==> config.mk <==
export PLATFORM = sky130hd
export DESIGN_NAME = route_adjacency_matrix_builder_unit
export DESIGN_NICKNAME = d
export VERILOG_FILES = /design/src/rtl/core/ramb_pkg.sv /design/src/rtl/core/ramb_ram.sv /design/src/rtl/core/ramb_ctrl.sv /design/src/rtl/core/ramb_dpath.sv /design/src/rtl/core/route_adjacency_matrix_builder_unit.sv
export SDC_FILE = /design/constraint.sdc
export NUM_CORES = 2
export LEC_CHECK = 0
export ABC_CLOCK_PERIOD_IN_PS = 6000
export BUFFER_PORTS_ARGS = -buffer_cell sky130_fd_sc_hd__buf_2
export CORE_MARGIN = 5
export CORE_UTILIZATION = 40
export DETAILED_ROUTE_END_ITERATION = 10
export PLACE_DENSITY = 0.65
export SKIP_LAST_GASP = 1
export SYNTH_ARGS = -nofsm -noshare
export SYNTH_HDL_FRONTEND = slang
export SYNTH_SLANG_ARGS = --single-unit
==> constraint.sdc <==
create_clock -name clk -period 6 [get_ports clk]
set_input_delay 0 -clock clk [delete_from_list [all_inputs] [get_ports clk]]
set_output_delay 0 -clock clk [all_outputs]
set_load 0.02 [all_outputs]
==> src/rtl/core/ramb_pkg.sv <==
// ---------------------------------------------------------------------------
// ramb_pkg
// Shared types and constants of the route adjacency matrix builder.
// ---------------------------------------------------------------------------
package ramb_pkg;

  // stream word layout
  localparam int SDATA_W   = 16;  // stop_number, row_index, zero fill
  localparam int SUSER_W   = 2;   // opcode, matrix_select
  localparam int MDATA_W   = 40;  // row_bits, row_echo, zero fill
  localparam int STOP_W    = 6;
  localparam int STOP_LSB  = 0;
  localparam int ROW_W     = 5;
  localparam int ROW_LSB   = 6;
  localparam int OPC_BIT   = 0;
  localparam int SEL_BIT   = 1;
  localparam int ROWBITS_W = 32;
  localparam int NODE_W    = 6;
  localparam int LIM_W     = 7;   // limit up to 63

  localparam logic [NODE_W-1:0] NODE_COUNT_RST = 6'd32;

  localparam logic OPC_STOP = 1'b0;
  localparam logic OPC_READ = 1'b1;

  typedef enum logic [1:0] {
    ST_IDLE,
    ST_SWEEP,
    ST_READ,
    ST_LOAD
  } ramb_state_t;

  // controller -> datapath
  typedef struct packed {
    logic take;      // word accepted, latch fields
    logic sweep;     // row sweep step
    logic finish;    // last sweep step, update route state
    logic load_out;  // load output register
  } ramb_cmd_t;

  // datapath -> controller
  typedef struct packed {
    logic in_read;     // incoming word is a row read
    logic in_stop_ok;  // incoming stop is within the limit
    logic sweep_last;  // sweep counter at its final step
    logic out_free;    // output register can take a word
  } ramb_sts_t;

endpackage

==> src/rtl/core/ramb_ram.sv <==
// ---------------------------------------------------------------------------
// ramb_ram
// Generic simple dual-port RAM, one write port, registered read.
// ---------------------------------------------------------------------------
module ramb_ram #(
  parameter int WIDTH = 32,
  parameter int DEPTH = 32
) (
  input  logic                                       clk,
  input  logic                                       we,
  input  logic [((DEPTH > 1) ? $clog2(DEPTH) : 1)-1:0] waddr,
  input  logic [WIDTH-1:0]                           wdata,
  input  logic [((DEPTH > 1) ? $clog2(DEPTH) : 1)-1:0] raddr,
  output logic [WIDTH-1:0]                           rdata
);

  logic [WIDTH-1:0] mem [DEPTH];

  always_ff @(posedge clk) begin
    if (we) begin
      mem[waddr] <= wdata;
    end
    rdata <= mem[raddr];
  end

endmodule

==> src/rtl/core/ramb_ctrl.sv <==
// ---------------------------------------------------------------------------
// ramb_ctrl
// Sequencer: accepts words, runs the row sweep, the row read and the
// output load.
// ---------------------------------------------------------------------------
module ramb_ctrl (
  input  logic                clk,
  input  logic                rst,
  input  logic                s_tvalid,
  output logic                s_tready,
  input  ramb_pkg::ramb_sts_t sts,
  output ramb_pkg::ramb_cmd_t cmd
);
  import ramb_pkg::*;

  ramb_state_t state, state_next;

  always_ff @(posedge clk) begin
    if (rst) begin
      state <= ST_IDLE;
    end else begin
      state <= state_next;
    end
  end

  always_comb begin
    state_next = state;
    cmd        = '0;
    s_tready   = 1'b0;
    case (state)
      ST_IDLE: begin
        s_tready = 1'b1;
        if (s_tvalid) begin
          cmd.take = 1'b1;
          if (sts.in_read) begin
            state_next = ST_READ;
          end else if (sts.in_stop_ok) begin
            state_next = ST_SWEEP;
          end
        end
      end
      ST_SWEEP: begin
        cmd.sweep = 1'b1;
        if (sts.sweep_last) begin
          cmd.finish = 1'b1;
          state_next = ST_IDLE;
        end
      end
      ST_READ: begin
        state_next = ST_LOAD;
      end
      ST_LOAD: begin
        if (sts.out_free) begin
          cmd.load_out = 1'b1;
          state_next   = ST_IDLE;
        end
      end
      default: begin
        state_next = ST_IDLE;
      end
    endcase
  end

endmodule

==> src/rtl/core/ramb_dpath.sv <==
// ---------------------------------------------------------------------------
// ramb_dpath
// Datapath: matrix RAMs with row valid bits, route state, sweep counter,
// node count register and output register.
// ---------------------------------------------------------------------------
module ramb_dpath #(
  parameter int MAX_NODES = 32
) (
  input  logic                             clk,
  input  logic                             rst,
  input  logic                             cfg_we,
  input  logic [ramb_pkg::NODE_W-1:0]      cfg_wdata,
  input  logic [ramb_pkg::SDATA_W-1:0]     s_tdata,
  input  logic [ramb_pkg::SUSER_W-1:0]     s_tuser,
  input  logic                             s_tlast,
  output logic                             m_tvalid,
  input  logic                             m_tready,
  output logic [ramb_pkg::MDATA_W-1:0]     m_tdata,
  input  ramb_pkg::ramb_cmd_t              cmd,
  output ramb_pkg::ramb_sts_t              sts
);
  import ramb_pkg::*;

  localparam int AW = (MAX_NODES > 1) ? $clog2(MAX_NODES) : 1;
  localparam int CW = $clog2(MAX_NODES + 1);
  localparam logic [LIM_W-1:0] MAX_L = LIM_W'(MAX_NODES);
  localparam logic [CW-1:0]    LAST_CNT = CW'(MAX_NODES);

  // configuration and route state
  logic [NODE_W-1:0]    node_count;
  logic [MAX_NODES-1:0] members;
  logic [AW-1:0]        prev_stop;
  logic                 route_open;
  logic [MAX_NODES-1:0] row_valid;
  logic [CW-1:0]        cnt;

  // latched word
  logic [AW-1:0]    stop_q;
  logic [ROW_W-1:0] row_q;
  logic             sel_q;
  logic             end_q;

  // RAM side
  logic [AW-1:0]        raddr, waddr;
  logic                 we;
  logic [MAX_NODES-1:0] rd_c, rd_s, cur_c, cur_s, new_c, new_s;
  logic                 rd_ok;

  logic [LIM_W-1:0]     lim;
  logic [STOP_W-1:0]    in_stop;
  logic                 in_stop_ok;
  logic [MAX_NODES-1:0] sbit, pbit, col_mask, row_sel;
  logic                 row_hit;
  logic [ROWBITS_W-1:0] row_bits;

  assign in_stop = s_tdata[STOP_LSB +: STOP_W];
  assign lim = ({1'b0, node_count} > MAX_L) ? MAX_L : {1'b0, node_count};
  assign in_stop_ok = (in_stop != '0) && ({1'b0, in_stop} <= lim);

  assign sts.in_read    = (s_tuser[OPC_BIT] == OPC_READ);
  assign sts.in_stop_ok = in_stop_ok;
  assign sts.sweep_last = (cnt == LAST_CNT);
  assign sts.out_free   = !m_tvalid || m_tready;

  // sweep reads row cnt and writes back row cnt-1
  assign raddr = cmd.sweep ? cnt[AW-1:0] : AW'(row_q);
  assign waddr = AW'(cnt - CW'(1));
  assign we    = cmd.sweep && (cnt != '0);

  assign cur_c = rd_ok ? rd_c : '0;
  assign cur_s = rd_ok ? rd_s : '0;
  assign sbit  = MAX_NODES'(1) << stop_q;
  assign pbit  = MAX_NODES'(1) << prev_stop;

  always_comb begin
    new_c = cur_c;
    new_s = cur_s;
    if (route_open && (waddr == prev_stop)) begin
      new_c = new_c | sbit;
    end
    if (route_open && (waddr == stop_q)) begin
      new_c = new_c | pbit;
    end
    if (members[waddr]) begin
      new_s = new_s | sbit;
    end
    if (waddr == stop_q) begin
      new_s = new_s | members;
    end
  end

  ramb_ram #(.WIDTH(MAX_NODES), .DEPTH(MAX_NODES)) u_consec_ram (
    .clk   (clk),
    .we    (we),
    .waddr (waddr),
    .wdata (new_c),
    .raddr (raddr),
    .rdata (rd_c)
  );

  ramb_ram #(.WIDTH(MAX_NODES), .DEPTH(MAX_NODES)) u_same_ram (
    .clk   (clk),
    .we    (we),
    .waddr (waddr),
    .wdata (new_s),
    .raddr (raddr),
    .rdata (rd_s)
  );

  // read path: mask columns to the limit
  always_comb begin
    for (int j = 0; j < MAX_NODES; j++) begin
      col_mask[j] = (LIM_W'(j) < lim);
    end
  end

  assign row_hit  = ({2'b00, row_q} < lim);
  assign row_sel  = (sel_q ? cur_s : cur_c) & col_mask;
  assign row_bits = row_hit ? ROWBITS_W'(row_sel) : '0;

  // control state
  always_ff @(posedge clk) begin
    if (rst) begin
      node_count <= NODE_COUNT_RST;
      members    <= '0;
      prev_stop  <= '0;
      route_open <= 1'b0;
      row_valid  <= '0;
      cnt        <= '0;
      m_tvalid   <= 1'b0;
    end else begin
      if (cfg_we) begin
        node_count <= cfg_wdata;
      end
      if (cmd.take) begin
        cnt <= '0;
        if ((s_tuser[OPC_BIT] == OPC_STOP) && !in_stop_ok && s_tlast) begin
          members    <= '0;
          route_open <= 1'b0;
        end
      end
      if (cmd.sweep) begin
        cnt <= cnt + CW'(1);
      end
      if (we) begin
        row_valid[waddr] <= 1'b1;
      end
      if (cmd.finish) begin
        prev_stop  <= stop_q;
        route_open <= !end_q;
        members    <= end_q ? '0 : (members | sbit);
      end
      if (cmd.load_out) begin
        m_tvalid <= 1'b1;
      end else if (m_tready) begin
        m_tvalid <= 1'b0;
      end
    end
  end

  // payload
  always_ff @(posedge clk) begin
    rd_ok <= (32'(raddr) < MAX_NODES) ? row_valid[raddr] : 1'b0;
    if (cmd.take) begin
      stop_q <= AW'(in_stop - STOP_W'(1));
      row_q  <= s_tdata[ROW_LSB +: ROW_W];
      sel_q  <= s_tuser[SEL_BIT];
      end_q  <= s_tlast;
    end
    if (cmd.load_out) begin
      m_tdata <= {3'b000, row_q, row_bits};
    end
  end

endmodule

==> src/rtl/core/route_adjacency_matrix_builder_unit.sv <==
// ---------------------------------------------------------------------------
// route_adjacency_matrix_builder_unit
// Builds consecutive-stop and same-route adjacency matrices from a stream
// of route stops and returns single matrix rows on request.
// ---------------------------------------------------------------------------
// Takes one word at a time. A stop word (opcode 0) within the node limit
// is accepted, then a sweep walks every row of both matrix RAMs through
// their single read and write ports, reading row k while writing back row
// k-1 with the new column bits. A stop of zero or above the limit (the
// smaller of node_count and MAX_NODES) runs no sweep; only its route_end
// flag acts. A read word (opcode 1) passes through accept, RAM read and
// output load, the load waiting for the output register to empty; the
// next word can be taken while the result still sits in the output
// register. Both matrices read as zero after reset through per-row valid
// bits, so no clearing pass is needed. node_count is to be written through
// cfg_we/cfg_wdata only while idle; the block itself does not enforce this.
// ---------------------------------------------------------------------------
module route_adjacency_matrix_builder_unit #(
  parameter int MAX_NODES = 32
) (
  input  logic                         clk,
  input  logic                         rst,
  // configuration: node_count
  input  logic                         cfg_we,
  input  logic [ramb_pkg::NODE_W-1:0]  cfg_wdata,
  // input words
  input  logic                         s_tvalid,
  output logic                         s_tready,
  input  logic [ramb_pkg::SDATA_W-1:0] s_tdata,  // [5:0] stop_number, [10:6] row_index
  input  logic [ramb_pkg::SUSER_W-1:0] s_tuser,  // [0] opcode, [1] matrix_select
  input  logic                         s_tlast,  // route_end
  // result words
  output logic                         m_tvalid,
  input  logic                         m_tready,
  output logic [ramb_pkg::MDATA_W-1:0] m_tdata   // [31:0] row_bits, [36:32] row_echo
);
  import ramb_pkg::*;

  ramb_cmd_t cmd;
  ramb_sts_t sts;

  // sequencer
  ramb_ctrl u_ctrl (
    .clk      (clk),
    .rst      (rst),
    .s_tvalid (s_tvalid),
    .s_tready (s_tready),
    .sts      (sts),
    .cmd      (cmd)
  );

  // matrices, route state and output register
  ramb_dpath #(.MAX_NODES(MAX_NODES)) u_dpath (
    .clk       (clk),
    .rst       (rst),
    .cfg_we    (cfg_we),
    .cfg_wdata (cfg_wdata),
    .s_tdata   (s_tdata),
    .s_tuser   (s_tuser),
    .s_tlast   (s_tlast),
    .m_tvalid  (m_tvalid),
    .m_tready  (m_tready),
    .m_tdata   (m_tdata),
    .cmd       (cmd),
    .sts       (sts)
  );

endmodule

## Yosys cells after proc, flatten, opt, wreduce, memory -nomap -nowiden

Memories as Yosys holds them, arrays and structs flattened. A register that Yosys moved wholly into a read port is not among the register bits.
Cells that the tools add are included.

- Add/sub/neg operators: 3
- $lt $le $gt $ge: 38
- Eq/ne operators: 10
- Shift operators: 2
- Mux-type cells: 41
- Bitwise logic cells: 8
- Reduce and logical (&&, ||, !) cells: 20

Operator list:

| operator | count |
|---|---|
| 2-to-1 mux 32 bit | 11 |
| bitwise OR 32 bit | 6 |
| less-than comparator 5 x 7 -> 1 bit (first input constant) | 16 |
| << shifter 1 x 5 -> 32 bit (first input constant) | 2 |
| less-than comparator 4 x 7 -> 1 bit (first input constant) | 8 |
| bitwise AND 32 bit | 1 |
| less-than comparator 3 x 7 -> 1 bit (first input constant) | 4 |
| 2-to-1 mux 6 bit | 3 |
| 2-to-1 mux 1 bit | 16 |
| less-than comparator 1 x 7 -> 1 bit (first input constant) | 2 |
| less-than comparator 2 x 7 -> 1 bit (first input constant) | 2 |
| less-than comparator 5 x 6 -> 1 bit (second input constant) | 2 |
| 2-to-1 mux 2 bit | 6 |
| nonzero test 6 bit | 2 |
| binary-select mux 1 bit (select 5 bit) | 2 |
| == test 5 bit | 2 |
| subtractor 5 x 1 -> 5 bit (second input constant) | 2 |
| one-hot mux 2 bit (4 select lines) | 1 |
| nonzero test 2 bit | 4 |
| logical AND 1 bit | 7 |
| less-than comparator 5 x 7 -> 1 bit | 1 |
| adder 6 x 1 -> 6 bit (second input constant) | 1 |
| == test 6 bit (second input constant) | 1 |
| > comparator 6 bit (second input constant) | 1 |
| other kinds (14) | 19 |

- Register bits: 135
- RAM bits: 2048
- Bits of input ports: 30
- Output and inout bits: 42
- Word-level logic and storage cells: 139
- Memories: 2

Memories:

| memory | depth | width | read ports | clocked after Yosys merged registers in | wr ports | RTL line | source |
|---|---|---|---|---|---|---|---|
| u_dpath.u_consec_ram.mem | 32 | 32 | 1 | 1 | 1 | ramb_ram.sv:17 | `logic [WIDTH-1:0] mem [DEPTH];` |
| u_dpath.u_same_ram.mem | 32 | 32 | 1 | 1 | 1 | ramb_ram.sv:17 |  |

## Longest topological paths before layout

- Word-level depth: 10
- Gate-level depth with buffers: 13
- Depth with buffers taken out: 9

## Cells and area by module

A second synthesis with hierarchy kept.

- Cells, all modules: 5371
- Area total of the unflattened synthesis: 88788.9 um^2

By module, submodules not included:

| module | times used | cells each | area each (um^2) | sequential area each (um^2) |
|---|---|---|---|---|
| ramb_ram | 2 | 2260 | 40485.1 | 31390.1 |
| ramb_dpath | 1 | 837 | 7687.4 | 3153.0 |
| ramb_ctrl | 1 | 14 | 131.4 | 40.0 |

## Worst setup path after synthesis

No wires, ideal clock.

- Path type: register to register
- Start point: register u_dpath.cnt[0]
- End point: memory u_dpath.u_consec_ram.mem[4][0] (enable)
- Setup time: 0.488 ns
- Data arrival time: 4.477 ns
- Required time: 5.512 ns
- Slack: 1.035 ns
- Cell stages (with the launch flop): 10
- Path buffers: 3
- Clock period less this slack: 4.965 ns
- Cells stage by stage: dfxtp_1 -> buf_6 -> buf_6 -> inv_1 -> ha_1 -> buf_2 -> nand2b_1 -> o22ai_1 -> nand2_1 -> nor2_1

- Cells in the longest elaborated chain, start to end: 4
- Elaborated cells between the ends (all ways): 5
- Those cells by class: 1 x add/sub; 2 x mux; 2 x reduce/logical

Ends and longest elaborated chain:

| item | RTL line | source |
|---|---|---|
| start, declared | ramb_dpath.sv:35 | `logic [CW-1:0] cnt;` |
| start signal, assigned | ramb_dpath.sv:143 | `cnt <= cnt + CW'(1);` |
| parallel branches: the longest is 4 deep, another holds subtractor 5 x 1 -> 5 bit | - |  |
| end, declared | ramb_ram.sv:17 |  |

Parallel ways; which one is timed is not known.

## Worst setup path after layout

- Start point: register u_dpath.cnt[1]
- End point: memory u_dpath.u_same_ram.mem[12][28] (data pin)

- Cells in the longest elaborated chain, start to end: 6
- Elaborated cells between the ends (all ways): 7
- Those cells by class: 1 x add/sub; 1 x eq/ne; 4 x mux; 1 x bitwise

Ends and longest elaborated chain:

| item | RTL line | source |
|---|---|---|
| subtractor 5 x 1 -> 5 bit (*) | ramb_dpath.sv:67 | `assign waddr = AW'(cnt - CW'(1));` |
| binary-select mux 1 bit (select 5 bit) | ramb_dpath.sv:84 | `if (members[waddr]) begin` |
| 2-to-1 mux 1 bit (implied by the code) | ramb_dpath.sv:84 |  |
| 2-to-1 mux 32 bit | ramb_dpath.sv:84 |  |
| bitwise OR 32 bit | ramb_dpath.sv:88 | `new_s = new_s \| members;` |
| 2-to-1 mux 32 bit (*) | ramb_dpath.sv:87 | `if (waddr == stop_q) begin` |
| named net u_dpath.new_s[28] | ramb_dpath.sv:46 | `logic [MAX_NODES-1:0] rd_c, rd_s, cur_c, cur_s, new_c, new_s;` |
| end, declared | ramb_ram.sv:17 |  |

Mark *: on every way through the listed nets, which the timed path passes. The rest lies on a longest branch. The select of a mux whose other input is x is not followed.

==> metrics <==
Max-cap violations=0; worst-path cell with the longest stage delay=o21ai_2; startpoint types=flop; post-synthesis register bit count=around 2.2k; Cell variety after synth=73; Synth top cells by count=edfxtp_1, nand2_1, mux2i_1; Tcrit/Tclk final=just over 80%; Simple-Gate Fraction of Synth Area=approximately a tenth; Worst Path Max Fanout=32; prevailing post-synth register cell=edfxtp_1; fmax=around 200 MHz; CTS Sinks=around 2.2k; post-synthesis sequential area ratio=approximately three quarters; WP data arrival=about 5.4 ns; Final nets=between 6k and 7k; root buf cell=clkbuf_16; post-synth top area cell=edfxtp_1; Post-Syn Area=87730 um2; vias per inst=~5.9; post-synth top area share=71.78%; Clock Latency Late Sink=roughly 0.91 ns; Hold Slack=around 0.17 ns; Crit. End Element=flop; worst-margin pin slew=between 1 and 1.5 ns; first-pass GRT wire length=about 370000 um; final setup TNS=0 ns; DIE AREA=between 200000 and 250000 um2; all-layer global routing usage=a little over a fifth; DRT iter0 DRCs=just under 7k; FF-to-FF Start=u_dpath.cnt[1]; Die Ht=478.3 um; Worst Hold Class=input pin to flop; final routed DRC violation total=0; fin crit period=just under 5 ns; Worst Setup SP=u_dpath.cnt[1]; CTS Buffer Depth=3; critical path required time=roughly 6.5 ns; initial antenna violation count=6; layout cells sized above 1=around an eighth; initial core utilization=40.08%; Area Overhead vs Synth=14.29%; TritonCTS clock tree=yes; Fin. Hold Viols=0; Routed WL=between 200000 and 300000 um; number of buffers created by CTS=about 220; Post-Synth XOR/XNOR Area=less than 1%; I/O pin count=72; worst min-delay path startpoint=s_tvalid; Leak=around 0.034 uW; Worst VDD drop=around 0.00037 V; RSZ-0062 raised after global routing=false; Layout Skew=0.1119 ns; Slew Viols, Final=0; drt pass-1 iters=6; most common cell in the synthesized netlist=edfxtp_1; EDFF count, synth=~2.1k; critical path's top delay family=compound AO/OA/AOI/OAI gates; largest net degree at the start of global routing=140; Final setup viols=0; worst path cell trace=inv_1 > ha_1 > inv_1 > nor2_1 > a32oi_1 > o22ai_1 > or4b_4 > o21ai_2; largest family of logic cells by synthesized area=simple AND/OR/NAND/NOR gates; Crit path top cell by count=inv_1; row cnt=~170; ranking of synthesized cells by area=edfxtp_1, nand2_1, mux2i_1; H-tree levels=4; Final ANT Viol Nets=0; vias in the first global route=about 52k; Buf/Inv on CP=2; Pwr per Cell Area=approximately 360 nW/um2; routability cong.=between 0.9 and 1; Critical Path Max Stage Delay=1.11 ns; synth warn=0; Post-Syn Instances=just under 6k; CORE AREA=around 220000 um2; critical path class=flop to flop; post-synthesis adder-cell area fraction=less than 1%; Avg Cell Area, Syn=~15 um2; fin cells=~9.2k; DP Wirelength=approximately 140000 um; die width=478.3 um; Clock transition at path regs=roughly 0.060 ns; ys async rst share=0%; Synth Area in Compound Gates=6.742%; input/output buffers=63; Cells after DPL=about 8.7k; routed wire length per instance=approximately 28 um; GRT overflow=0; status=complete, no violations; via count=approximately 54k; Slew headroom=12.08%; multiplexer share of the synthesized area=6.096%
-- timing repair --
item,CTS,global route
endpoints found under the hold margin,77,0
resized for setup,0,0
buffers inserted,0,0
hold buffers,59,0
-- worst register-to-register path, cell delays in order, from the launching register on --
cell,delay (ns)
dfxtp_1,0.66
inv_1,0.18
ha_1,0.35
inv_1,0.12
nor2_1,0.06
a32oi_1,0.92
o22ai_1,0.23
or4b_4,0.85
o21ai_2,1.13
-- path summary, 6_finish.rpt --
check	depth (start not counted)	endpoint	slack [ns]
worst min register to register	1	u_dpath.row_valid[8]	0.47
worst min-delay path	5	u_dpath.cnt[1]	0.17
worst max register to register	8	u_dpath.u_same_ram.mem[12][28]	1.06
worst max-delay path	8	u_dpath.u_same_ram.mem[12][28]	1.06
-- area by class of cell --
type / count / area, um2
antenna: 4 / 10.01
clock buffer: 284 / 5851
clock inverter: 124 / 1396
fill: 18574 / 118600
inverter: 20 / 75.07
multi-input combinational: 3314 / 20380
sequential: 2247 / 65970
tap: 2871 / 3592
timing repair buffer: 347 / 2983
-- cells in the final DEF (no fill, tap or decap), types with 19 or more instances in the layout --
| cell type | count |
|---|---|
| nand3_1 | 353 |
| nor2_4 | 36 |
| clkinv_1 | 27 |
| nor4_1 | 65 |
| inv_1 | 20 |
| nand2_1 | 1281 |
| mux4_2 | 32 |
| clkbuf_16 | 216 |
| o21ai_2 | 23 |
| o22ai_1 | 54 |
| clkbuf_1 | 49 |
| o21a_1 | 21 |
| a22oi_1 | 69 |
| nor2_1 | 104 |
| o211ai_1 | 34 |
| a211oi_1 | 42 |
| clkbuf_8 | 19 |
| o2111ai_1 | 28 |
| dfxtp_1 | 149 |
| nor3_1 | 23 |
| buf_4 | 194 |
| a21oi_1 | 143 |
| bufinv_16 | 19 |
| a31oi_1 | 170 |
| buf_12 | 31 |
| clkinv_2 | 51 |
| edfxtp_1 | 2097 |
| a32oi_1 | 173 |
| dlygate4sd3_1 | 59 |
| buf_2 | 63 |
| mux2i_1 | 452 |
-- state kept, by name, summed over array words and instances (netlist names) --
register / flops
u_dpath.u_consec_ram.mem: 1024
u_dpath.u_same_ram.mem: 1024
u_dpath.m_tdata: 37
u_dpath.members: 32
u_dpath.row_valid: 32
u_dpath.u_consec_ram.rdata: 32
u_dpath.u_same_ram.rdata: 32
u_dpath.cnt: 6
u_dpath.node_count: 6
u_dpath.prev_stop: 5
u_dpath.row_q: 5
u_dpath.stop_q: 5
u_ctrl.state: 2
u_dpath.end_q: 1
u_dpath.m_tvalid: 1
u_dpath.rd_ok: 1
u_dpath.route_open: 1
u_dpath.sel_q: 1
-- where the power goes --
| group | switching (uW) | internal [uW] |
|---|---|---|
| registers | 345 | 18200 |
| logic | 3040 | 1090 |
| clock network | 5990 | 7740 |
-- stage by stage --
step	total power, uW	area, um2	util, %	setup slack [ns]
2_1_floorplan	21030	87730	-	1.035
3_3_place_gp	22740	92410	42.22	1.502
3_5_place_dp	22830	92410	42.22	1.288
4_1_cts	36430	100300	45.81	1.261
5_1_grt	37400	100300	45.81	0.9353
6_report	36360	100300	45.81	1.063
-- routing by layer --
metal / up-vias / share of wire (%) / GRT usage, %
li1: 23164 / - / -
met1: 27638 / 39 / 29.61
met2: 3028 / 46 / 34.04
met3: 656 / 9.8 / 3.991
met4: 2 / 5.7 / 11.30
met5: - / 0.0050 / 0
-- logic make-up after synthesis --
kind of cell	Yosys count
compound gates	842
xor+xnor	19
fa+ha+maj	15
buf+inv	407
flops	2247
mux	493
other cells	1
simple gates	1942
No activity file was read; power rests on OpenSTA's default activity.
